### config.mk
export PLATFORM = sky130hd
export DESIGN_NAME = bac_div_cell
export DESIGN_NICKNAME = d
export VERILOG_FILES = /design/src/hdl/bac_pkg.sv /design/src/hdl/bac_div_cell.sv
export SDC_FILE = /design/constraint.sdc
export NUM_CORES = 1
export LEC_CHECK = 0
export BUFFER_PORTS_ARGS = -buffer_cell sky130_fd_sc_hd__buf_2
export CAP_MARGIN = 20
export CORE_ASPECT_RATIO = 1.25
export CORE_MARGIN = 2
export CORE_UTILIZATION = 37
export CTS_CLUSTER_SIZE = 16
export DETAILED_ROUTE_END_ITERATION = 16
export PLACE_DENSITY = 0.75
export SLEW_MARGIN = 0
export SYNTH_ARGS = -nofsm -noshare
export SYNTH_HDL_FRONTEND = slang
export SYNTH_SLANG_ARGS = --single-unit
### constraint.sdc
create_clock -name clk_i -period 1.5 [get_ports clk_i]
set_input_delay 0 -clock clk_i [delete_from_list [all_inputs] [get_ports clk_i]]
set_output_delay 0 -clock clk_i [all_outputs]
set_load 0.01 [all_outputs]
### src/hdl/bac_pkg.sv
// shared constants, types and the thermistor table of the battery adc converter
`timescale 1ns / 1ps
package bac_pkg;

  localparam int OpW        = 2;
  localparam int SampleW    = 10;
  localparam int ValueW     = 14;
  localparam int ConvW      = 13;
  localparam int ScaleShift = 20;
  localparam int ScaleW     = 23;
  localparam int ProdW      = SampleW + ScaleW;

  // reciprocal scale factors, value = (sample * scale) >> ScaleShift
  localparam logic [ScaleW-1:0] ScaleVoltage     = 23'd6165627;  // 588/100
  localparam logic [ScaleW-1:0] ScaleCurrent     = 23'd878205;   // 1000/1194
  localparam logic [ScaleW-1:0] ScaleCurrentHalf = 23'd439103;   // 1000/2388
  localparam logic [ScaleW-1:0] ScaleTemp        = 23'd1541407;  // 147/100

  // resistance = mv * 1000 / ((code + 1) * 10) = mv * 100 / (code + 1)
  localparam int MvToRes = 100;

  localparam int DivW  = 18;
  localparam int DenW  = 4;
  localparam int RemW  = 3;
  localparam int BiasW = 3;

  localparam int CfgIdxW  = 1;
  localparam int CfgDataW = 3;
  localparam logic [CfgIdxW-1:0] REG_RANGE = 1'd0;
  localparam logic [CfgIdxW-1:0] REG_BIAS  = 1'd1;

  localparam int TempTableEntries = 59;
  localparam int TableSlots       = 64;
  localparam int TableIdxW        = 6;
  localparam int TableW           = 15;

  localparam logic [TableW-1:0] ThermTable [TableSlots] = '{
    15'd30800, 15'd29500, 15'd28300, 15'd27100, 15'd26000, 15'd24900, 15'd23900, 15'd22900,
    15'd22000, 15'd21100, 15'd20300, 15'd19400, 15'd18700, 15'd17900, 15'd17200, 15'd16500,
    15'd15900, 15'd15300, 15'd14700, 15'd14100, 15'd13600, 15'd13100, 15'd12600, 15'd12100,
    15'd11600, 15'd11200, 15'd10800, 15'd10400, 15'd10000, 15'd9630,  15'd9280,  15'd8950,
    15'd8620,  15'd8310,  15'd8020,  15'd7730,  15'd7460,  15'd7200,  15'd6950,  15'd6710,
    15'd6470,  15'd6250,  15'd6040,  15'd5830,  15'd5640,  15'd5450,  15'd5260,  15'd5090,
    15'd4920,  15'd4760,  15'd4600,  15'd4450,  15'd4310,  15'd4170,  15'd4040,  15'd3910,
    15'd3790,  15'd3670,  15'd3550,  15'd0,     15'd0,     15'd0,     15'd0,     15'd0
  };

  typedef enum logic [OpW-1:0] {
    OP_VOLTAGE = 2'd0,
    OP_CURRENT = 2'd1,
    OP_TEMP    = 2'd2
  } op_e;

  // word handed from cell to cell along the divider row
  typedef struct packed {
    logic [OpW-1:0]   op;
    logic [ConvW-1:0] conv;
    logic [DivW-1:0]  dq;
    logic [RemW-1:0]  rem;
  } div_word_t;

endpackage

### src/hdl/bac_div_cell.sv
// one restoring division cell: one quotient bit per cell
`timescale 1ns / 1ps
module bac_div_cell import bac_pkg::*; (
  input  logic            clk_i,
  input  logic            rst_ni,
  input  logic [DenW-1:0] den_i,
  input  logic            valid_i,
  output logic            ready_o,
  input  div_word_t       data_i,
  output logic            valid_o,
  input  logic            ready_i,
  output div_word_t       data_o
);

  logic      valid_q;
  div_word_t data_q;
  div_word_t data_d;
  logic [DenW-1:0] shifted;
  logic [DenW-1:0] diff;
  logic            qbit;

  // bring down the next dividend bit, subtract when it fits
  assign shifted = {data_i.rem, data_i.dq[DivW-1]};
  assign diff    = shifted - den_i;
  assign qbit    = (shifted >= den_i);

  always_comb begin
    data_d      = data_i;
    data_d.dq   = {data_i.dq[DivW-2:0], qbit};
    data_d.rem  = qbit ? diff[RemW-1:0] : shifted[RemW-1:0];
  end

  assign ready_o = !valid_q || ready_i;

  always_ff @(posedge clk_i or negedge rst_ni) begin
    if (!rst_ni) begin
      valid_q <= 1'b0;
    end else if (ready_o) begin
      valid_q <= valid_i;
    end
  end

  always_ff @(posedge clk_i) begin
    if (ready_o) begin
      data_q <= data_d;
    end
  end

  assign valid_o = valid_q;
  assign data_o  = data_q;

endmodule

# --- Yosys cells after proc, flatten, opt, wreduce, memory -nomap -nowiden ---
# Cells that the tools add are included.
word_totals:
  reg_bits: 37
  out_inout_bits: 38
op_classes:
  add_sub_neg: 1
  n_lt_le_gt_ge: 1
  mux: 1
  reduce_logical: 2
op_table:
  columns: ["cell", "count"]
  rows:
  - ["$ge A4 B4 Y1", 1]
  - ["$mux W3", 1]
  - ["$sub A3 B3 Y3", 1]
  - ["$logic_not A1 Y1", 1]
  - ["$logic_or A1 B1 Y1", 1]

# --- Depth between registers and ports, before layout ---
# Gate-level depths: netlist (run 1).
logic_depth:
  depth_word: 2
  depth_mapped: 6
  depth_no_buf: 6

# --- Worst setup path before layout (run 1) ---
# OpenSTA, ideal clock, no wires.
synth_path:
  path_kind: "flip-flop to flip-flop"
  start: "register valid_q, in the netlist valid_o"
  end: "register data_q (netlist bit data_o[0]), enable pin"
  t_arrival_ps: 1343
  t_required_ps: 1097
  slack_ps: -246
  path_stages_with_launch: 2
  n_path_buf: 0
  synth_period_minus_slack_ps: 1746
  path_cell_list: "dfrtp_1 > nand2b_1"
synth_between:
  elab_chain_len: 2
synth_lines:
  columns: ["item", "line_no", "text"]
  rows:
  - ["from (decl)", "bac_div_cell.sv:15", "logic valid_q;"]
  - ["from (signal assigned)", "bac_div_cell.sv:39", "valid_q <= valid_i;"]
  - ["$logic_not A1 Y1", "bac_div_cell.sv:33", "assign ready_o = !valid_q || ready_i;"]
  - ["$logic_or A1 B1 Y1", "bac_div_cell.sv:33", null]
  - ["named net ready_o", "bac_div_cell.sv:8", "output logic ready_o,"]
  - ["to (signal assigned)", "bac_div_cell.sv:45", "data_q <= data_d;"]
  - ["to (decl)", "bac_div_cell.sv:16", "div_word_t data_q;"]
# The timed path passes the listed nets, and every way through them passes these cells.
# A chain may end at the register's enable or synchronous reset.

==> results of run 1 <==
-- power by group through the flow --
stage	registers, W	logic, W	clock network (W)
finish	0.00125	0.000361	0.000620
detailed placement	0.00127	0.000295	0
global route	0.00126	0.000388	0.000696
floorplan	0.00132	0.0000792	0
global placement	0.00127	0.000282	0
CTS	0.00125	0.000364	0.000642
-- cell families after synthesis --
kind of cell               Yosys count  synth area share [%]
AOI/OAI and AO/OA                    3                  2.81
xor gates and xnor gates             1                 0.678
adders and majority gates            5                  5.43
and+or+nand+nor                      3                  1.26
muxes                                3                  2.71
DFF                                 37                  85.7
buffers and inverters                5                  1.45
-- state kept, by name (all words and copies together), names as in the netlist --
| register | count |
|---|---|
| data_o | 36 |
| valid_o | 1 |
-- worst max path at each step --
stage                      to  cells past startpoint
global route        data_o[2]                      7
finish              data_o[2]                      7
CTS                 data_o[2]                      7
floorplan           data_o[2]                      6
detailed placement  data_o[2]                      7
global placement    data_o[2]                      7
-- routing by layer --
layer	vias up	global-route usage [%]	part of all wire [%]
met5	-	0	0
met4	0	5.43	0.81
met3	4	6.48	7.7
met2	58	33.5	62
met1	444	13.6	29
li1	462	-	-
-- placed cells by master, fill, tap and decap left out, drive strengths merged --
master	instances
clkinv	3
o21ai	1
inv	5
dlygate4sd3	34
nand2	1
nand2b	2
mux2i	2
a21boi	1
dfrtp	1
edfxtp	36
clkbuf	5
ha	4
a21oi	1
xnor2	1
buf	85
mux2	1
fa	1
-- metrics by stage --
step	hold WS (ps)	instance area [sq um]
finish	47.4	2210
global route	33.0	2210
CTS	16.8	2210
detailed placement	-224	1790
global placement	-224	1790
floorplan	-296	1300
-- final cells by class --
class	count	area (sq um)	area share, %
Multi-Input combinational cell	15	171	7.74
Inverter	5	18.8	0.847
Timing Repair Buffer	119	788	35.6
Tap cell	39	48.8	2.20
Clock buffer	5	68.8	3.11
Clock inverter	3	12.5	0.565
Sequential cell	37	1110	49.9
-- repair_timing --
action / CTS / global route
resized for setup: 0 / 0
hold buffers: 34 / 0
setup buffers: 0 / 0
hold endpoints to repair: 34 / 0
==> implementation parameters, run 1 <==
Parameter                              Value

Clocking
  Clock tree root driver cell    sky130_fd_sc_hd__clkbuf_8
  Number of clock sinks    37
  CTS tree    built
  Worst-Skew Late Latency    280 ps
  Clock slew at the register clock pins of the worst setup and hold paths    60 ps
  Bufs on Longest Clock Path    2
  Number of buffers created by CTS    5
  Number of levels the H-tree was split into    2

Worst setup path
  Critical path class    input pin to flop
  Required time worst endpoint    1530 ps
  Critical Path Slowest Stage Cell    sky130_fd_sc_hd__fa_2
  Crit path cell chain    buf_2 > inv_1 > ha_1 > fa_2 > a21boi_2 > o21ai_4 > mux2_4
  Capture instance of the worst register-to-register path    data_o[17]
  Worst reg2reg setup slack    ~460 ps
  Data arrival, critical path    1300 ps
  Worst reg2reg path depth    2
  Slowest cell delay on critical path    340 ps
  Crit. Startpoint    data_i[20]
  Crit-path leading delay family    adder cells
  R2R Path Start    valid_o
  CP endpoint kind    flop
  Max Fanout on Critical Path    2
  Startpoint type of the worst setup path    input pin
  Worst path buffer plus inverter count    2

Yosys
  Area share of the largest cell type after synthesis    a little over four fifths
  Number of flip-flops and latches in the synthesized netlist    37
  Leading cell types by count after synthesis    sky130_fd_sc_hd__edfxtp_1 (36), sky130_fd_sc_hd__inv_1 (5), sky130_fd_sc_hd__ha_1 (4)
  Net count after synthesis    106
  Number of enable flip-flop cells after synthesis    36
  Post-synth top area cell    sky130_fd_sc_hd__edfxtp_1
  Post-Syn Instances    between 50 and 60
  YS warnings    0
  Dominant cell by count in the synthesized netlist    sky130_fd_sc_hd__edfxtp_1
  Post-synthesis cell area    1290 sq um
  Cell types with the largest area share after synthesis    sky130_fd_sc_hd__edfxtp_1 (84%), sky130_fd_sc_hd__ha_1 (3.9%), sky130_fd_sc_hd__dfrtp_1 (1.9%), sky130_fd_sc_hd__fa_1 (1.6%), sky130_fd_sc_hd__mux2i_1 (1.6%)
  Number of unique standard cell types used by synthesis    13
  Proportion of synthesized flip-flops having asynchronous set or reset    between 2 and 3%
  Dominant register cell in the synthesized netlist    sky130_fd_sc_hd__edfxtp_1
  Mean instance size in the synthesized netlist    roughly 23 sq um
  Post-synthesis sequential area ratio    85.7%

Placement
  Dpl ws    -76.5 ps
  Placed instance count    181
  Weighted congestion reported at the end of routability-driven placement    around 0.63
  Count of buffers inserted at the top-level ports    81
  Post-detailed-placement half-perimeter wirelength    2160 microns

GRT
  Number of global-route vias before repair    1021
  Maximum number of pins on one net before global-route repair    37
  First-pass GRT wire length    approximately 4700 microns
  Total global routing track utilization    16.5%
  Initial antenna violation count    0
  Congestion Overflow GR    0

Route
  Vias    968
  Average wire per standard cell    13.9 microns
  Remaining antenna violation count after routing    0
  Vias per inst    4.34
  Number of detailed-route iterations in the first pass    4
  DRC viols    0
  Drt first-iter violations    13
  Final WL    3090 microns

STA
  Final max-slew violation count    0
  Final Skew    roughly 2 ps
  Min cycle time layout    1270 ps
  RSZ-0062 raised after global routing    no
  Normalized max-slew margin    87.7%
  Setup slack after layout    ~230 ps
  Setup Viol. Count Final    0
  Total negative slack for setup checks    0 ps
  Worst-Margin Slew    184 ps
  Number of failing hold endpoints at the final stage    0
  Final cycle utilization of the critical path    84.5%
  Peak Freq    789 MHz

Pwr
  Portion of total power attributed to combinational logic    16.2%
  Net switching fraction of the power    21.9%
  P_int    0.00174 W
  Proportion of power drawn by the clock network    27.8%
  Relative contribution of sequential cells to total power    56.0%
  Switching power    0.000489 W
  Post-layout total power    0.00223 W
  Standby leakage power    1.00 nW
  Power density of the placed cells    1010 nW/um^2
  Worst voltage drop across the vdd grid    0.000741 V

Floorplanning
  Chip height    70.1 microns
  Initial core utilization    a little under two fifths
  Standard cell core area    3420 sq um
  Die Footprint    roughly 4000 sq um
  Number of top-level pins    82
  Core Rows    24
  Die X-Extent    56.8 microns

Cells and area
  Growth of design area from synthesis to finish    71.5%
  Final Util    64.7%
  Final net count    232
  Count of filler cells inserted in the layout    262
  Non-filler instance count after layout    about 220
  Inserted Diodes    0
  Fraction of layout instances using a drive strength above 1    between 50% and 60%

Hold path
  Capture endpoint of the worst hold path    data_o[2]
  Min-delay src    data_i[1]
  Worst min path class    input pin to flop
  Worst Hold Path Cells    2

Outcome
  Result of the run    complete, no violations

Flow run
  MaxCap Viol Count    0
Power figures use the tool's default switching activity.
==> run 2, diff against run 1 <==
--- a/config.mk
+++ b/config.mk
@@ -5,6 +5,7 @@
 export SDC_FILE = /design/constraint.sdc
 export NUM_CORES = 1
 export LEC_CHECK = 0
+export ABC_AREA = 1
 export BUFFER_PORTS_ARGS = -buffer_cell sky130_fd_sc_hd__buf_2
 export CAP_MARGIN = 20
 export CORE_ASPECT_RATIO = 1.25
==> constraint.sdc (replaced) <==
create_clock -name clk_i -period 1.1 [get_ports clk_i]
set_input_delay 0 -clock clk_i [delete_from_list [all_inputs] [get_ports clk_i]]
set_output_delay 0 -clock clk_i [all_outputs]
set_load 0.01 [all_outputs]
==> implementation parameters, run 2 <==
Parameter                              Value

STA
  Number of failing hold endpoints at the final stage    0 (unchanged)
  Normalized max-slew margin    83.2% (was 87.7%)
  Final Skew    2.42 ps (was 2.04 ps)
  RSZ-0062 raised after global routing    no (unchanged)
  Total negative slack for setup checks    0 ps (unchanged)
  Final cycle utilization of the critical path    92.1%
  Min cycle time layout    1010 ps
  Final max-slew violation count    0 (unchanged)
  Peak Freq    987 MHz
  Setup Viol. Count Final    0 (unchanged)
  Worst-Margin Slew    252 ps (was 184 ps)

Clocking
  Clock slew at the register clock pins of the worst setup and hold paths    70 ps (was 60 ps)
  CTS tree    built (unchanged)
  Number of levels the H-tree was split into    2 (unchanged)
  Number of clock sinks    37 (unchanged)
  Worst-Skew Late Latency    280 ps (about the same)
  Clock tree root driver cell    sky130_fd_sc_hd__clkbuf_8 (unchanged)
  Number of buffers created by CTS    5 (unchanged)
  Bufs on Longest Clock Path    2 (unchanged)

Cells and area
  Growth of design area from synthesis to finish    73.5% (was 71.5%)
  Most common library cell in the layout ignoring fill and taps    sky130_fd_sc_hd__buf_2 (unchanged)
  Multi-input combinational cell area    201 sq um (was 171 sq um)
  Fraction of layout instances using a drive strength above 1    51.0% (was 52.7%)
  Largest register FFs    36 (unchanged)
  Final Util    66.1% (was 64.7%)
  Top library cells by usage in the layout, fill and taps aside    sky130_fd_sc_hd__buf_2 (81), sky130_fd_sc_hd__edfxtp_1 (36), sky130_fd_sc_hd__dlygate4sd3_1 (34) (unchanged)
  Final net count    248 (was 232)
  Count of filler cells inserted in the layout    261 (was 262)
  Sequential cell area    1110 sq um (about the same)
  Final cell area excluding filler cells    2280 sq um (was 2210 sq um)
  Inserted Diodes    0 (unchanged)

Yosys
  YS warnings    0 (unchanged)
  Proportion of synthesized flip-flops having asynchronous set or reset    2.70% (unchanged)
  Cell types with the largest area share after synthesis    sky130_fd_sc_hd__edfxtp_1 (82%), sky130_fd_sc_hd__ha_1 (3.8%), sky130_fd_sc_hd__inv_1 (2.9%), sky130_fd_sc_hd__nand2_1 (2.9%), sky130_fd_sc_hd__dfrtp_1 (1.9%) (was sky130_fd_sc_hd__edfxtp_1 (84%), sky130_fd_sc_hd__ha_1 (3.9%), sky130_fd_sc_hd__dfrtp_1 (1.9%), sky130_fd_sc_hd__fa_1 (1.6%), sky130_fd_sc_hd__mux2i_1 (1.6%))
  Area share of the largest cell type after synthesis    82.2% (was 83.7%)
  Leading cell types by count after synthesis    sky130_fd_sc_hd__edfxtp_1 (36), sky130_fd_sc_hd__inv_1 (10), sky130_fd_sc_hd__nand2_1 (10) (was sky130_fd_sc_hd__edfxtp_1 (36), sky130_fd_sc_hd__inv_1 (5), sky130_fd_sc_hd__ha_1 (4))
  Mean instance size in the synthesized netlist    18.8 sq um (was 22.7 sq um)
  Number of enable flip-flop cells after synthesis    36 (unchanged)
  Post-synth top area cell    sky130_fd_sc_hd__edfxtp_1 (unchanged)
  Number of unique standard cell types used by synthesis    11 (was 13)
  Post-synthesis cell area    1320 sq um (was 1290 sq um)
  Post-synthesis sequential area ratio    84.1% (was 85.7%)
  Post-Syn Instances    70 (was 57)
  Dominant cell by count in the synthesized netlist    sky130_fd_sc_hd__edfxtp_1 (unchanged)
  Net count after synthesis    119 (was 106)
  Number of flip-flops and latches in the synthesized netlist    37 (unchanged)
  Dominant register cell in the synthesized netlist    sky130_fd_sc_hd__edfxtp_1 (unchanged)

Floorplanning
  Standard cell core area    3450 sq um (was 3420 sq um)
  Number of top-level pins    82 (unchanged)
  Core Rows    24 (unchanged)
  Initial core utilization    38.1% (was 37.7%)
  Die Footprint    4050 sq um (was 3980 sq um)
  Chip height    70.7 microns (was 70.1 microns)
  Die X-Extent    57.3 microns (was 56.8 microns)

Worst setup path
  CP endpoint kind    flop (unchanged)
  Startpoint type of the worst setup path    flop (was input pin)
  Worst path buffer plus inverter count    0 (was 2)
  Worst reg2reg setup slack    90 ps (was 460 ps)
  Max Fanout on Critical Path    19 (was 2)
  Data arrival, critical path    980 ps (was 1300 ps)
  Crit path cell chain    nand2_4 (was buf_2 > inv_1 > ha_1 > fa_2 > a21boi_2 > o21ai_4 > mux2_4)
  Critical path class    flop to flop (was input pin to flop)
  Stages on worst setup path    1 (was 7)
  Slowest cell delay on critical path    470 ps (was 340 ps)
  Critical Path Slowest Stage Cell    sky130_fd_sc_hd__dfrtp_2 (was sky130_fd_sc_hd__fa_2)
  Crit-path leading delay family    flip-flops (was adder cells)
  Required time worst endpoint    1070 ps (was 1530 ps)
  Worst reg2reg path depth    1 (was 2)

GRT
  First-pass GRT wire length    4770 microns (was 4720 microns)
  Maximum number of pins on one net before global-route repair    20 (was 37)
  Number of global-route vias before repair    1091 (was 1021)
  Congestion Overflow GR    0 (unchanged)
  Total global routing track utilization    15.9% (was 16.5%)
  Initial antenna violation count    0 (unchanged)

Route
  Number of detailed-route iterations in the first pass    3 (was 4)
  Vias per inst    4.32 (was 4.34)
  Vias    1032 (was 968)
  Final WL    3050 microns (was 3090 microns)
  Drt first-iter violations    19 (was 13)
  DRC viols    0 (unchanged)
  Average wire per standard cell    12.8 microns (was 13.9 microns)
  Remaining antenna violation count after routing    0 (unchanged)

Pwr
  Power density of the placed cells    1360 nW/um^2 (was 1010 nW/um^2)
  Standby leakage power    1.06 nW (was 1.00 nW)
  Post-layout total power    0.00310 W (was 0.00223 W)
  Worst voltage drop across the vdd grid    0.00108 V (was 0.000741 V)

Placement
  Count of buffers inserted at the top-level ports    81 (unchanged)
  Weighted congestion reported at the end of routability-driven placement    0.645 (was 0.627)
  Post-detailed-placement half-perimeter wirelength    1960 microns (was 2160 microns)
  Placed instance area    1790 sq um (about the same)

Hold path
  Worst min path class    input pin to async pin (was input pin to flop)

Flow run
  MaxCap Viol Count    0 (unchanged)

Outcome
  Result of the run    complete, no violations (unchanged)
-- run 2: area by class of cell --
cell class,count,share of cell area (%)
sequential,37,48.5
clock buffer,6,3.18
multi-input combinational,24,8.83
inverter,10,1.65
clock inverter,2,0.439
timing repair buffer,121,35.2
tap,39,2.14
-- run 2: final timing paths --
| check | endpoint | startpoint |
|---|---|---|
| min in group clk_i | data_o[0] | data_i[20] |
| max | data_o[24] | valid_o |
| min reg2reg | data_o[14] | valid_o |
| max in group asynchronous | valid_o | rst_ni |
| max reg2reg | data_o[24] | valid_o |
| min | valid_o | rst_ni |
-- run 2: timing repair --
item	4_1_cts	5_1_grt
setup buffers	0	6
endpoints found under the hold margin	34	0
pin swaps	1	1
hold buffers	34	0
gates cloned	1	0
resized for setup	1	0
endpoints found under the setup margin	1	1
-- run 2: through the flow --
stage	std cells	hold WS (ps)	setup WS, ps
after floorplan	70	-296	26.0
after global placement	190	-225	-80.3
after detailed placement	190	-224	-140
after CTS	233	11.1	5.50
after global routing	239	22.3	50.6
final	239	16.7	87.3
-- run 2: cell families after synthesis --
logic type | count (synthesis) | share of synthesized area [%]
AO/OA/AOI/OAI | 1 | 1.24
buffers and inverters | 10 | 2.85
adder cells (fa/ha/maj) | 5 | 5.33
AND/OR/NAND/NOR | 16 | 5.80
XOR/XNOR | 1 | 0.666
flip-flops | 37 | 84.1
-- run 2: layer usage --
layer	vias up	routed length, microns	GRT usage (%)
met3	2	265	6.76
li1	504	-	-
met2	48	1800	30.4
met1	478	961	14.1
met4	0	17	6.20
met5	-	0	0
-- run 2: report_power, final --
part	switching, W	total, W	internal, W
logic	0.000242	0.000516	0.000274
clock network	0.000438	0.000876	0.000438
registers	0.0000315	0.00171	0.00168
