### config.mk
export PLATFORM = sky130hd
export DESIGN_NAME = bac_back
export DESIGN_NICKNAME = d
export VERILOG_FILES = /design/src/hdl/bac_pkg.sv /design/src/hdl/bac_back.sv
export SDC_FILE = /design/constraint.sdc
export NUM_CORES = 1
export LEC_CHECK = 0
export CORE_ASPECT_RATIO = 0.7
export CORE_MARGIN = 2
export CORE_UTILIZATION = 45
export CTS_CLUSTER_SIZE = 10
export DETAILED_ROUTE_END_ITERATION = 6
export DONT_BUFFER_PORTS = 1
export GPL_ROUTABILITY_DRIVEN = 1
export GPL_TIMING_DRIVEN = 0
export PLACE_DENSITY = 0.66
export SLEW_MARGIN = 10
export SYNTH_ARGS = -nofsm -noshare
export SYNTH_HDL_FRONTEND = slang
export SYNTH_SLANG_ARGS = --single-unit
### constraint.sdc
create_clock -name clk_i -period 3.05 [get_ports clk_i]
set_input_delay 0.4575 -clock clk_i [delete_from_list [all_inputs] [get_ports clk_i]]
set_output_delay 0.4575 -clock clk_i [all_outputs]
set_load 0.05 [all_outputs]
### src/hdl/bac_pkg.sv
// shared constants, types and the thermistor table of the battery adc converter
`timescale 1ns / 1ps
package bac_pkg;

  localparam int OpW        = 2;
  localparam int SampleW    = 10;
  localparam int ValueW     = 14;
  localparam int ConvW      = 13;
  localparam int ScaleShift = 20;
  localparam int ScaleW     = 23;
  localparam int ProdW      = SampleW + ScaleW;

  // reciprocal scale factors, value = (sample * scale) >> ScaleShift
  localparam logic [ScaleW-1:0] ScaleVoltage     = 23'd6165627;  // 588/100
  localparam logic [ScaleW-1:0] ScaleCurrent     = 23'd878205;   // 1000/1194
  localparam logic [ScaleW-1:0] ScaleCurrentHalf = 23'd439103;   // 1000/2388
  localparam logic [ScaleW-1:0] ScaleTemp        = 23'd1541407;  // 147/100

  // resistance = mv * 1000 / ((code + 1) * 10) = mv * 100 / (code + 1)
  localparam int MvToRes = 100;

  localparam int DivW  = 18;
  localparam int DenW  = 4;
  localparam int RemW  = 3;
  localparam int BiasW = 3;

  localparam int CfgIdxW  = 1;
  localparam int CfgDataW = 3;
  localparam logic [CfgIdxW-1:0] REG_RANGE = 1'd0;
  localparam logic [CfgIdxW-1:0] REG_BIAS  = 1'd1;

  localparam int TempTableEntries = 59;
  localparam int TableSlots       = 64;
  localparam int TableIdxW        = 6;
  localparam int TableW           = 15;

  localparam logic [TableW-1:0] ThermTable [TableSlots] = '{
    15'd30800, 15'd29500, 15'd28300, 15'd27100, 15'd26000, 15'd24900, 15'd23900, 15'd22900,
    15'd22000, 15'd21100, 15'd20300, 15'd19400, 15'd18700, 15'd17900, 15'd17200, 15'd16500,
    15'd15900, 15'd15300, 15'd14700, 15'd14100, 15'd13600, 15'd13100, 15'd12600, 15'd12100,
    15'd11600, 15'd11200, 15'd10800, 15'd10400, 15'd10000, 15'd9630,  15'd9280,  15'd8950,
    15'd8620,  15'd8310,  15'd8020,  15'd7730,  15'd7460,  15'd7200,  15'd6950,  15'd6710,
    15'd6470,  15'd6250,  15'd6040,  15'd5830,  15'd5640,  15'd5450,  15'd5260,  15'd5090,
    15'd4920,  15'd4760,  15'd4600,  15'd4450,  15'd4310,  15'd4170,  15'd4040,  15'd3910,
    15'd3790,  15'd3670,  15'd3550,  15'd0,     15'd0,     15'd0,     15'd0,     15'd0
  };

  typedef enum logic [OpW-1:0] {
    OP_VOLTAGE = 2'd0,
    OP_CURRENT = 2'd1,
    OP_TEMP    = 2'd2
  } op_e;

  // word handed from cell to cell along the divider row
  typedef struct packed {
    logic [OpW-1:0]   op;
    logic [ConvW-1:0] conv;
    logic [DivW-1:0]  dq;
    logic [RemW-1:0]  rem;
  } div_word_t;

endpackage

### src/hdl/bac_back.sv
// back stages: thermistor table compare, top-down search and output register
`timescale 1ns / 1ps
module bac_back import bac_pkg::*; (
  input  logic                     clk_i,
  input  logic                     rst_ni,
  input  logic                     valid_i,
  output logic                     ready_o,
  input  div_word_t                data_i,
  output logic                     valid_o,
  input  logic                     ready_i,
  output logic signed [ValueW-1:0] value_o
);

  logic                        cmp_valid_q;
  logic [OpW-1:0]              cmp_op_q;
  logic [ConvW-1:0]            cmp_conv_q;
  logic [TempTableEntries-1:0] hit_q;
  logic [TempTableEntries-1:0] hit_d;
  logic                        cmp_ready;

  logic                        out_valid_q;
  logic signed [ValueW-1:0]    value_q;
  logic signed [ValueW-1:0]    value_d;
  logic signed [ValueW-1:0]    temp_val;
  logic [TableIdxW-1:0]        idx;
  logic                        found;

  always_comb begin
    for (int i = 0; i < TempTableEntries; i++) begin
      hit_d[i] = (DivW'(ThermTable[i]) >= data_i.dq);
    end
  end

  assign cmp_ready = !out_valid_q || ready_i;
  assign ready_o   = !cmp_valid_q || cmp_ready;

  always_ff @(posedge clk_i or negedge rst_ni) begin
    if (!rst_ni) begin
      cmp_valid_q <= 1'b0;
      out_valid_q <= 1'b0;
    end else begin
      if (ready_o) begin
        cmp_valid_q <= valid_i;
      end
      if (cmp_ready) begin
        out_valid_q <= cmp_valid_q;
      end
    end
  end

  always_ff @(posedge clk_i) begin
    if (ready_o) begin
      cmp_op_q   <= data_i.op;
      cmp_conv_q <= data_i.conv;
      hit_q      <= hit_d;
    end
    if (cmp_ready) begin
      value_q <= value_d;
    end
  end

  // highest index whose entry still covers the resistance
  always_comb begin
    found = 1'b0;
    idx   = '0;
    for (int i = 0; i < TempTableEntries; i++) begin
      if (hit_q[i]) begin
        found = 1'b1;
        idx   = TableIdxW'(i);
      end
    end
  end

  always_comb begin
    if (!found || idx == TableIdxW'(0)) begin
      temp_val = -ValueW'(2);
    end else if (idx == TableIdxW'(1)) begin
      temp_val = -ValueW'(1);
    end else if (idx == TableIdxW'(2)) begin
      temp_val = '0;
    end else begin
      temp_val = ValueW'(idx) + ValueW'(1);
    end
  end

  always_comb begin
    case (cmp_op_q)
      OP_VOLTAGE: value_d = ValueW'(cmp_conv_q);
      OP_CURRENT: value_d = ValueW'(cmp_conv_q);
      OP_TEMP:    value_d = temp_val;
      default:    value_d = '0;
    endcase
  end

  assign valid_o = out_valid_q;
  assign value_o = value_q;

endmodule

# Word-level counts from Yosys, hierarchy flattened
# Cells that the tools add are included.
[totals] register_bits=90 input_bits=40 out_inout_bits=16 elab_cells=200
[classes] add_sub_neg=1 n_lt_le_gt_ge=59 n_eq_ne=4 muxes=121 reduce_logical=9
[op_table] operator="$ge A13 B18 Y1 const A" n=20
[op_table] operator="$mux W6" n=57
[op_table] operator="$ge A14 B18 Y1 const A" n=18
[op_table] operator="$ge A15 B18 Y1 const A" n=16
[op_table] operator="$ge A12 B18 Y1 const A" n=5
[op_table] operator="$mux W1" n=60
[op_table] operator="$mux W14" n=2
[op_table] operator="$pmux W14 S2" n=1
[op_table] operator="$add A6 B1 Y7 const B" n=1
[op_table] operator="$mux W7" n=1
[op_table] operator="$eq A6 B1 Y1 const B" n=1
[op_table] operator="$eq A6 B2 Y1 const B" n=1
[op_table] operator="$logic_not A6 Y1" n=1
[op_table] operator="$logic_not A1 Y1" n=3
[op_table] operator="$logic_or A1 B1 Y1" n=3
[op_table] operator="$eq A2 B1 Y1 const B" n=1
[op_table] operator="$eq A2 B2 Y1 const B" n=1
[op_table] operator="$logic_not A2 Y1" n=1
[op_table] operator="$reduce_or A2 Y1" n=1

# Depth between registers and ports, before layout
# Gate-level depths: netlist of run 1.
[depth] depth_word=63 depth_mapped=13 depth_no_buf=12

# Worst setup path before layout of run 1
# No wires, ideal clock.
[synth_timing] path_type="register to register" from="reg out_valid_q, in the netlist valid_o" to="reg cmp_conv_q[0] (enable)" arrival_ps=2765 setup_slack_ps=-796 path_stages_with_launch=2 path_buffers=0 synth_period_minus_slack_ps=3846 cell_sequence="dfrtp_1 > nand3b_1"
[synth_via] elab_chain_cells=3
[synth_rtl] element="start, declared" line="bac_back.sv:21" source="logic out_valid_q;"
[synth_rtl] element="start signal, assigned" line="bac_back.sv:46" source="out_valid_q <= cmp_valid_q;"
[synth_rtl] element="$logic_not A1 Y1" line="bac_back.sv:34" source="assign cmp_ready = !out_valid_q || ready_i;"
[synth_rtl] element="$logic_or A1 B1 Y1" line="bac_back.sv:34"
[synth_rtl] element="$logic_or A1 B1 Y1" line="bac_back.sv:35" source="assign ready_o = !cmp_valid_q || cmp_ready;"
[synth_rtl] element="net ready_o" line="bac_back.sv:7" source="output logic ready_o,"
[synth_rtl] element="end signal, assigned" line="bac_back.sv:54" source="cmp_conv_q <= data_i.conv;"
[synth_rtl] element="end, declared" line="bac_back.sv:16" source="logic [ConvW-1:0] cmp_conv_q;"
# The timed path passes the listed nets, and every way through them passes these cells.
# A chain may end at the register's enable or synchronous reset.

# Final worst setup path of run 1
[layout_timing] from="reg hit_q[16]" to="reg value_q[1], in the netlist value_o[1], data pin"
[layout_via] elab_chain_cells=48 word_cells_on_any_way=96
[layout_rtl] element="start, declared" line="bac_back.sv:17" source="logic [TempTableEntries-1:0] hit_q;"
[layout_rtl] element="start signal, assigned" line="bac_back.sv:55" source="hit_q <= hit_d;"
[layout_rtl] element="$mux W6 (43 in a row)" line="bac_back.sv:67" source="if (hit_q[i]) begin"
[layout_rtl] element="$add A6 B1 Y7 / $eq A6 B2 Y1 (equally long branches)" line="bac_back.sv:82, bac_back.sv:79"
[layout_rtl] element="$mux W7" line="bac_back.sv:79" source="end else if (idx == TableIdxW'(2)) begin"
[layout_rtl] element="$mux W14" line="bac_back.sv:77" source="end else if (idx == TableIdxW'(1)) begin"
[layout_rtl] element="$mux W14 (*)" line="bac_back.sv:75" source="if (!found || idx == TableIdxW'(0)) begin"
[layout_rtl] element="$pmux W14 S2 (*)" line="bac_back.sv:87" source="case (cmp_op_q)"
[layout_rtl] element="net value_d[1]" line="bac_back.sv:23" source="logic signed [ValueW-1:0] value_d;"
[layout_rtl] element="end signal, assigned" line="bac_back.sv:58" source="value_q <= value_d;"
[layout_rtl] element="end, declared" line="bac_back.sv:22" source="logic signed [ValueW-1:0] value_q;"
# The timed path passes the listed nets; every way through them passes the cells marked *.

==> flow_metrics.py, run 1 <==
metrics = {
    "clock_tree": {
        "clockBufferDepth": 2,
        "ctsHtreeMaxLevel": 3,
        "clkSinkCount": 90,
        "cts_root_buf": "clkbuf_16",
        "insertion_delay_ps": 340,
        "cts_inserted_buffers": 9,
        "cts.reportedPaths.clkPinSlew_ps": 70,
        "cts_tree": "built",
    },
    "finish": {
        "syn_to_final_growth_pct": 14.2,
        "layout-drive-gt1-share_pct": 13.5,
        "utilization_pct": 52.3,
        "final_area_sq_um": 6450,
        "layout_commonest_cell": "edfxtp_1",
        "finalNetCount": 678,
        "final_cell_mix": "edfxtp_1 (88), a21oi_1 (52), nor2_1 (50)",
        "antenna_cells": 0,
        "fin_cells": 801,
    },
    "placed_design": {
        "dpl.cell_count": 769,
        "place_hpwl_um": 13800,
        "gp_congestion": 1.00,
        "portBuffers": 0,
        "place_area_sq_um": 5930,
    },
    "sta": {
        "fmax_mhz": 334,
        "period_needed_ps": 2990,
        "hold_viol": 0,
        "rsz0062_at_grt": "true",
        "min_period_over_period_pct": 98.1,
        "setup_violations": 0,
        "slew_headroom_pct": 39.4,
        "holdWs_ps": 206,
        "clock_skew_ps": 10.3,
        "tightest_slew_ps": 907,
        "finalMaxSlewViolations": 0,
        "tns_ps": 0,
    },
    "power": {
        "irDropWorstVdd_mv": 0.301,
        "pwr_density_cell_nw_per_um2": 534,
        "p_leak_nw": 2.36,
    },
    "global_routing": {
        "grt-ovfl-total": 0,
        "grt_pass1_vias": 4699,
        "grt_use_total_pct": 27.3,
        "grt_max_degree": 20,
        "antenna_found_initial": 0,
        "grt_first_pass_wirelength_um": 27100,
    },
    "logic_synthesis": {
        "syn-num-nets": 646,
        "synth-edff-count": 88,
        "synth_area_leader_cell": "edfxtp_1",
        "synth_ff_type": "edfxtp_1",
        "async_reset_ff_share_pct": 2.22,
        "yosys-top-cells-area": "edfxtp_1 (47%), a21oi_1 (4.7%), o21ai_0 (3.9%)",
        "netlist_area_sq_um": 5650,
        "synth_cell_types": 67,
        "synth_cells": 602,
        "ys_ff_latch": 90,
        "yosysWarnings": 0,
        "synth_top_area_share_pct": 46.8,
        "avgSynthCellArea_sq_um": 9.38,
        "synth_seq_area_share_pct": 47.7,
    },
    "critical_path": {
        "ff2ff_setup_slack_ps": 60,
        "worst_ep_arrival_time_ps": 3060,
        "ff2ff_path_depth": 13,
        "start_kind": "register",
        "path_cells": "or3_1, a221oi_2, o21ai_2, a211oi_2, o21a_1, a21oi_2, or2_4, ha_4, nor2_4, o31ai_2, nand4_2, buf_6, o221ai_2",
        "critPathTopFamily": "compound AO/OA/AOI/OAI gates",
        "path_max_fanout": 5,
        "r2r_start": "hit_q[16]",
        "critPathSlowestCell": "edfxtp_1",
        "worstSetupPathType": "reg2reg",
        "critPathMaxStageDelay_ps": 390,
        "required_ps": 3120,
        "cp-end-kind": "register",
        "worstReg2RegEnd": "value_o[1]",
        "cp_num_buf_inv": 1,
    },
    "route": {
        "vias": 5129,
        "ant_nets": 0,
        "drt_iter0_drc": 583,
        "routed_via_density": 6.40,
        "firstDrtPassIters": 6,
        "wl_per_cell_um": 23.0,
        "postRouteWirelength_um": 18400,
        "drc": 0,
    },
    "floorplan": {
        "core_sq_um": 12300,
        "rows": 34,
        "ios": 56,
        "die_w_um": 138,
        "dieArea_sq_um": 13500,
        "start_util_pct": 45.8,
        "dieHeight_um": 97.7,
    },
    "hold_path": {
        "hp-class": "in2reg",
        "hold-path-endpoint": "cmp_conv_q[1]",
        "hold_start": "data_i[22]",
        "hold_depth": 0,
    },
    "outcome": {
        "status": "finished clean",
    },
    "job": {
        "cap_violations": 0,
    },
}
-- worst reg2reg max path, stage by stage (launching register included) --
cell,delay (ps)
edfxtp_1,390
or3_1,390
a221oi_2,210
o21ai_2,110
a211oi_2,290
o21a_1,210
a21oi_2,80
or2_4,270
ha_4,170
nor2_4,110
o31ai_2,80
nand4_2,150
buf_6,170
o221ai_2,90
-- report_power, final --
group	switching (mW)	leakage (nW)	internal (mW)	total, mW
registers	0.157	0.978	1.48	1.64
logic	0.415	1.23	0.255	0.670
clock network	0.488	0.152	0.651	1.14
total	1.06	2.36	2.39	3.45
-- cells by family (layout without fill, tap and decap cells) --
kind of cell	Yosys count	count (layout)	share of synthesized area, %
compound gates	213	213	24.9
xor+xnor	2	2	0.310
fa+ha+maj	4	4	0.886
buf+inv	68	105	4.65
flops	90	90	47.7
simple gates	225	225	21.6
-- metal layers --
layer  vias to the layer above  GRT usage (%)  wire (um)
met3                        34           4.88       1680
li1                       2364              -          -
met2                       289           36.7       7470
met1                      2442           44.2       8780
met5                         -              0          0
met4                         0           8.48        449
-- worst max-delay path by stage --
stage	from	end	slack, ps	cells past startpoint
CTS	hit_q[12]	value_o[1]	5	13
global placement	valid_o	hit_q[16]	-1550	1
detailed placement	hit_q[12]	value_o[1]	-360	13
floorplan	valid_o	cmp_conv_q[0]	-610	1
finish	hit_q[16]	value_o[1]	60	13
global route	hit_q[16]	value_o[5]	-60	13
-- through the flow --
stage	setup WS [ps]	power (mW)
final	59.1	3.45
after global routing	-64.6	3.58
after CTS	4.76	3.39
after detailed placement	-360	2.24
after global placement	-1550	2.23
after floorplan	-614	2.06
-- flip-flops by register name (all words and copies together) (netlist names) --
register     flops
hit_q           59
value_o         14
cmp_conv_q      13
cmp_op_q         2
cmp_valid_q      1
valid_o          1
-- synthesized netlist by cell type (6+ instances only) --
library cell  count
nor4_1           10
o21bai_1          6
or3_1             7
nand2_1          42
a31oi_1          19
o31ai_1           7
nand3_1          14
or2_2             7
or4_1            10
nor3_1           22
o21ai_2           7
a21o_1           11
edfxtp_1         88
clkbuf_1         38
o21a_1            9
a21oi_1          53
inv_1            26
a211oi_1          7
a31o_2            6
o21ai_0          44
nand2b_1         17
and2_1            8
o211ai_1          6
nor2_1           52
nor2b_1           7
-- cell type report --
cell class	count	area [sq um]
clock buffers	9	225
fillers	1134	5880
inverters	27	101
multi-input cells	444	2780
well taps	162	203
plain buffers	41	161
flip-flops and latches	90	2690
clock inverters	7	82.6
repair buffers	21	201
-- what timing repair did --
item / in CTS / in global routing
setup buffers: 6 / 8
pin swaps: 2 / 11
setup endpoints to repair: 14 / 13
hold endpoints to repair: 2 / 0
hold buffers: 1 / 0
cloned: 1 / 0
resized for setup: 8 / 14
Power figures use the tool's default switching activity.
==> run 2: changes to the inputs <==
--- a/config.mk
+++ b/config.mk
@@ -14,6 +14,7 @@
 export GPL_ROUTABILITY_DRIVEN = 1
 export GPL_TIMING_DRIVEN = 0
 export PLACE_DENSITY = 0.66
+export REMOVE_ABC_BUFFERS = 1
 export SLEW_MARGIN = 10
 export SYNTH_ARGS = -nofsm -noshare
 export SYNTH_HDL_FRONTEND = slang
==> run 2 against run 1 <==
  * Combinational power shrank 12%
  * Worst setup slack better by 26 ps
  * First-iteration DRC count is 13% higher
==> flow_metrics.py, run 2 (same netlist as run 1, synthesis figures left out) <==
metrics = {
    "global_routing": {
        "grt-ovfl-total": 0,
        "grt_use_total_pct": 26.5,
        "grt_max_degree": 35,
        "antenna_found_initial": 0,
        "grt_first_pass_wirelength_um": 26800,
        "grt_pass1_vias": 4720,
    },
    "placed_design": {
        "dpl.cell_count": 729,
        "place_hpwl_um": 12400,
        "gp_congestion": 0.999,
        "place_area_sq_um": 5780,
        "preCtsSetupSlack_ps": -457,
        "portBuffers": 0,
    },
    "hold_path": {
        "hold_start": "data_i[30]",
        "hold-path-endpoint": "cmp_conv_q[9]",
        "hold_depth": 0,
        "hp-class": "in2reg",
    },
    "floorplan": {
        "core_sq_um": 12300,
        "start_util_pct": 45.8,
        "dieArea_sq_um": 13500,
        "die_w_um": 138,
        "ios": 56,
        "dieHeight_um": 97.7,
        "rows": 34,
    },
    "job": {
        "cap_violations": 0,
    },
    "sta": {
        "fmax_mhz": 337,
        "min_period_over_period_pct": 97.2,
        "tightest_slew_ps": 996,
        "finalMaxSlewViolations": 0,
        "clock_skew_ps": 5.92,
        "hold_viol": 0,
        "setup_violations": 0,
        "slew_headroom_pct": 33.4,
        "period_needed_ps": 2970,
        "setup_slack_ps": 84.8,
        "tns_ps": 0,
    },
    "critical_path": {
        "worst_ep_arrival_time_ps": 3170,
        "critPathTopFamily": "compound AO/OA/AOI/OAI gates",
        "cp_num_buf_inv": 1,
        "path_max_fanout": 7,
        "ff2ff_setup_slack_ps": 80,
        "worstReg2RegEnd": "value_o[9]",
        "required_ps": 3250,
        "start_kind": "register",
        "startpoint": "hit_q[22]",
        "path_cells": "or3_2, o211a_1, a211oi_2, o21a_1, a21oi_1, nor2_1, ha_2, nor2_4, o31ai_4, nand4_4, buf_12, o21ai_2",
        "critPathMaxStageDelay_ps": 490,
        "critPathSlowestCell": "or3_2",
        "ff2ff_path_depth": 12,
        "r2r_start": "hit_q[22]",
        "cp-end-kind": "register",
        "worstSetupPathType": "reg2reg",
    },
    "clock_tree": {
        "clockBufferDepth": 2,
        "ctsHtreeMaxLevel": 3,
        "cts_root_buf": "clkbuf_16",
        "cts.reportedPaths.clkPinSlew_ps": 70,
        "insertion_delay_ps": 350,
        "cts_inserted_buffers": 9,
        "cts_tree": "built",
        "clkSinkCount": 90,
    },
    "finish": {
        "syn_to_final_growth_pct": 11.0,
        "final_cell_mix": "edfxtp_1 (88), a21oi_1 (53), nor2_1 (51)",
        "layout_commonest_cell": "edfxtp_1",
        "final_area_sq_um": 6270,
        "top_register": "hit_q",
        "fin_cells": 757,
        "layout-drive-gt1-share_pct": 12.8,
        "antenna_cells": 0,
        "largest_reg_flops": 59,
        "finalNetCount": 634,
    },
    "route": {
        "postRouteWirelength_um": 17300,
        "drt_iter0_drc": 656,
        "ant_nets": 0,
        "drc": 0,
        "wl_per_cell_um": 22.9,
        "firstDrtPassIters": 5,
        "routed_via_density": 6.66,
        "vias": 5042,
    },
    "outcome": {
        "status": "finished clean",
    },
    "power": {
        "pwr_density_cell_nw_per_um2": 546,
        "swShare_pct": 30.5,
        "intPower_mw": 2.38,
        "switching_power_mw": 1.05,
        "power.share.clock_pct": 34.7,
        "seq_power_share_pct": 48.0,
        "pwr-share-comb_pct": 17.3,
        "irDropWorstVdd_mv": 0.285,
        "p_leak_nw": 2.30,
        "total_power_mw": 3.42,
    },
}
[run 2: cell types whose count changed in the layout (fill, tap and decap cells not counted), moves of 2 or more]
cell,previous run,this run
clkbuf_1,38,0
buf_1,2,0
o221ai_2,2,0
o221ai_1,2,4
buf_4,14,10
[run 2: worst max path at each step]
stage | slack, ps | endpoint | depth (start not counted)
finish | 80 | value_o[9] | 12
global route | -10 | value_o[10] | 13
CTS | 30 | value_o[6] | 13
detailed placement | -460 | value_o[2] | 12
global placement | -1820 | hit_q[1] | 1
floorplan | -800 | cmp_conv_q[0] | 1
[run 2: metal layers]
layer / vias up / track usage [%] / wire, um
met5: - / 0 / 0
met4: 0 / 8.56 / 400
met3: 33 / 7.06 / 1770
met2: 287 / 36.3 / 7270
met1: 2446 / 40.6 / 7910
li1: 2276 / - / -
[run 2: area by class of cell]
| cell class | instances | area (sq um) |
|---|---|---|
| clock buffers | 9 | 225 |
| inverters | 27 | 101 |
| clock inverters | 7 | 95.1 |
| flip-flops and latches | 90 | 2690 |
| well taps | 162 | 203 |
| repair buffers | 18 | 191 |
| fillers | 1132 | 6060 |
| multi-input cells | 444 | 2760 |
[run 2: power groups by stage]
| stage | Clock, mW | Combinational (mW) | Sequential [mW] |
|---|---|---|---|
| 6_report | 1.19 | 0.592 | 1.65 |
| 5_1_grt | 1.26 | 0.638 | 1.66 |
| 4_1_cts | 1.20 | 0.545 | 1.64 |
| 3_5_place_dp | 0 | 0.516 | 1.67 |
| 3_3_place_gp | 0 | 0.487 | 1.68 |
| 2_1_floorplan | 0 | 0.372 | 1.65 |
[run 2: worst reg2reg max path: cells and delay by family (launching register included)]
| family | cells | cell delay, ps |
|---|---|---|
| AOI/OAI and AO/OA | 6 | 1050 |
| adders and majority gates | 1 | 240 |
| buffers and inverters | 1 | 210 |
| DFF | 1 | 430 |
| and+or+nand+nor | 4 | 900 |
[run 2: timing repair]
item,4_1_cts,5_1_grt
pin swaps,3,4
hold buffers,1,0
hold endpoints to repair,2,0
setup endpoints to repair,14,12
resized for setup,7,7
buffers inserted,4,7
[run 2: stage by stage]
stage	util [%]	hold WS, ps
5_1_grt	50.8	186
3_5_place_dp	46.8	162
6_report	50.8	201
4_1_cts	50.1	195
3_3_place_gp	46.1	162
2_1_floorplan	-	162
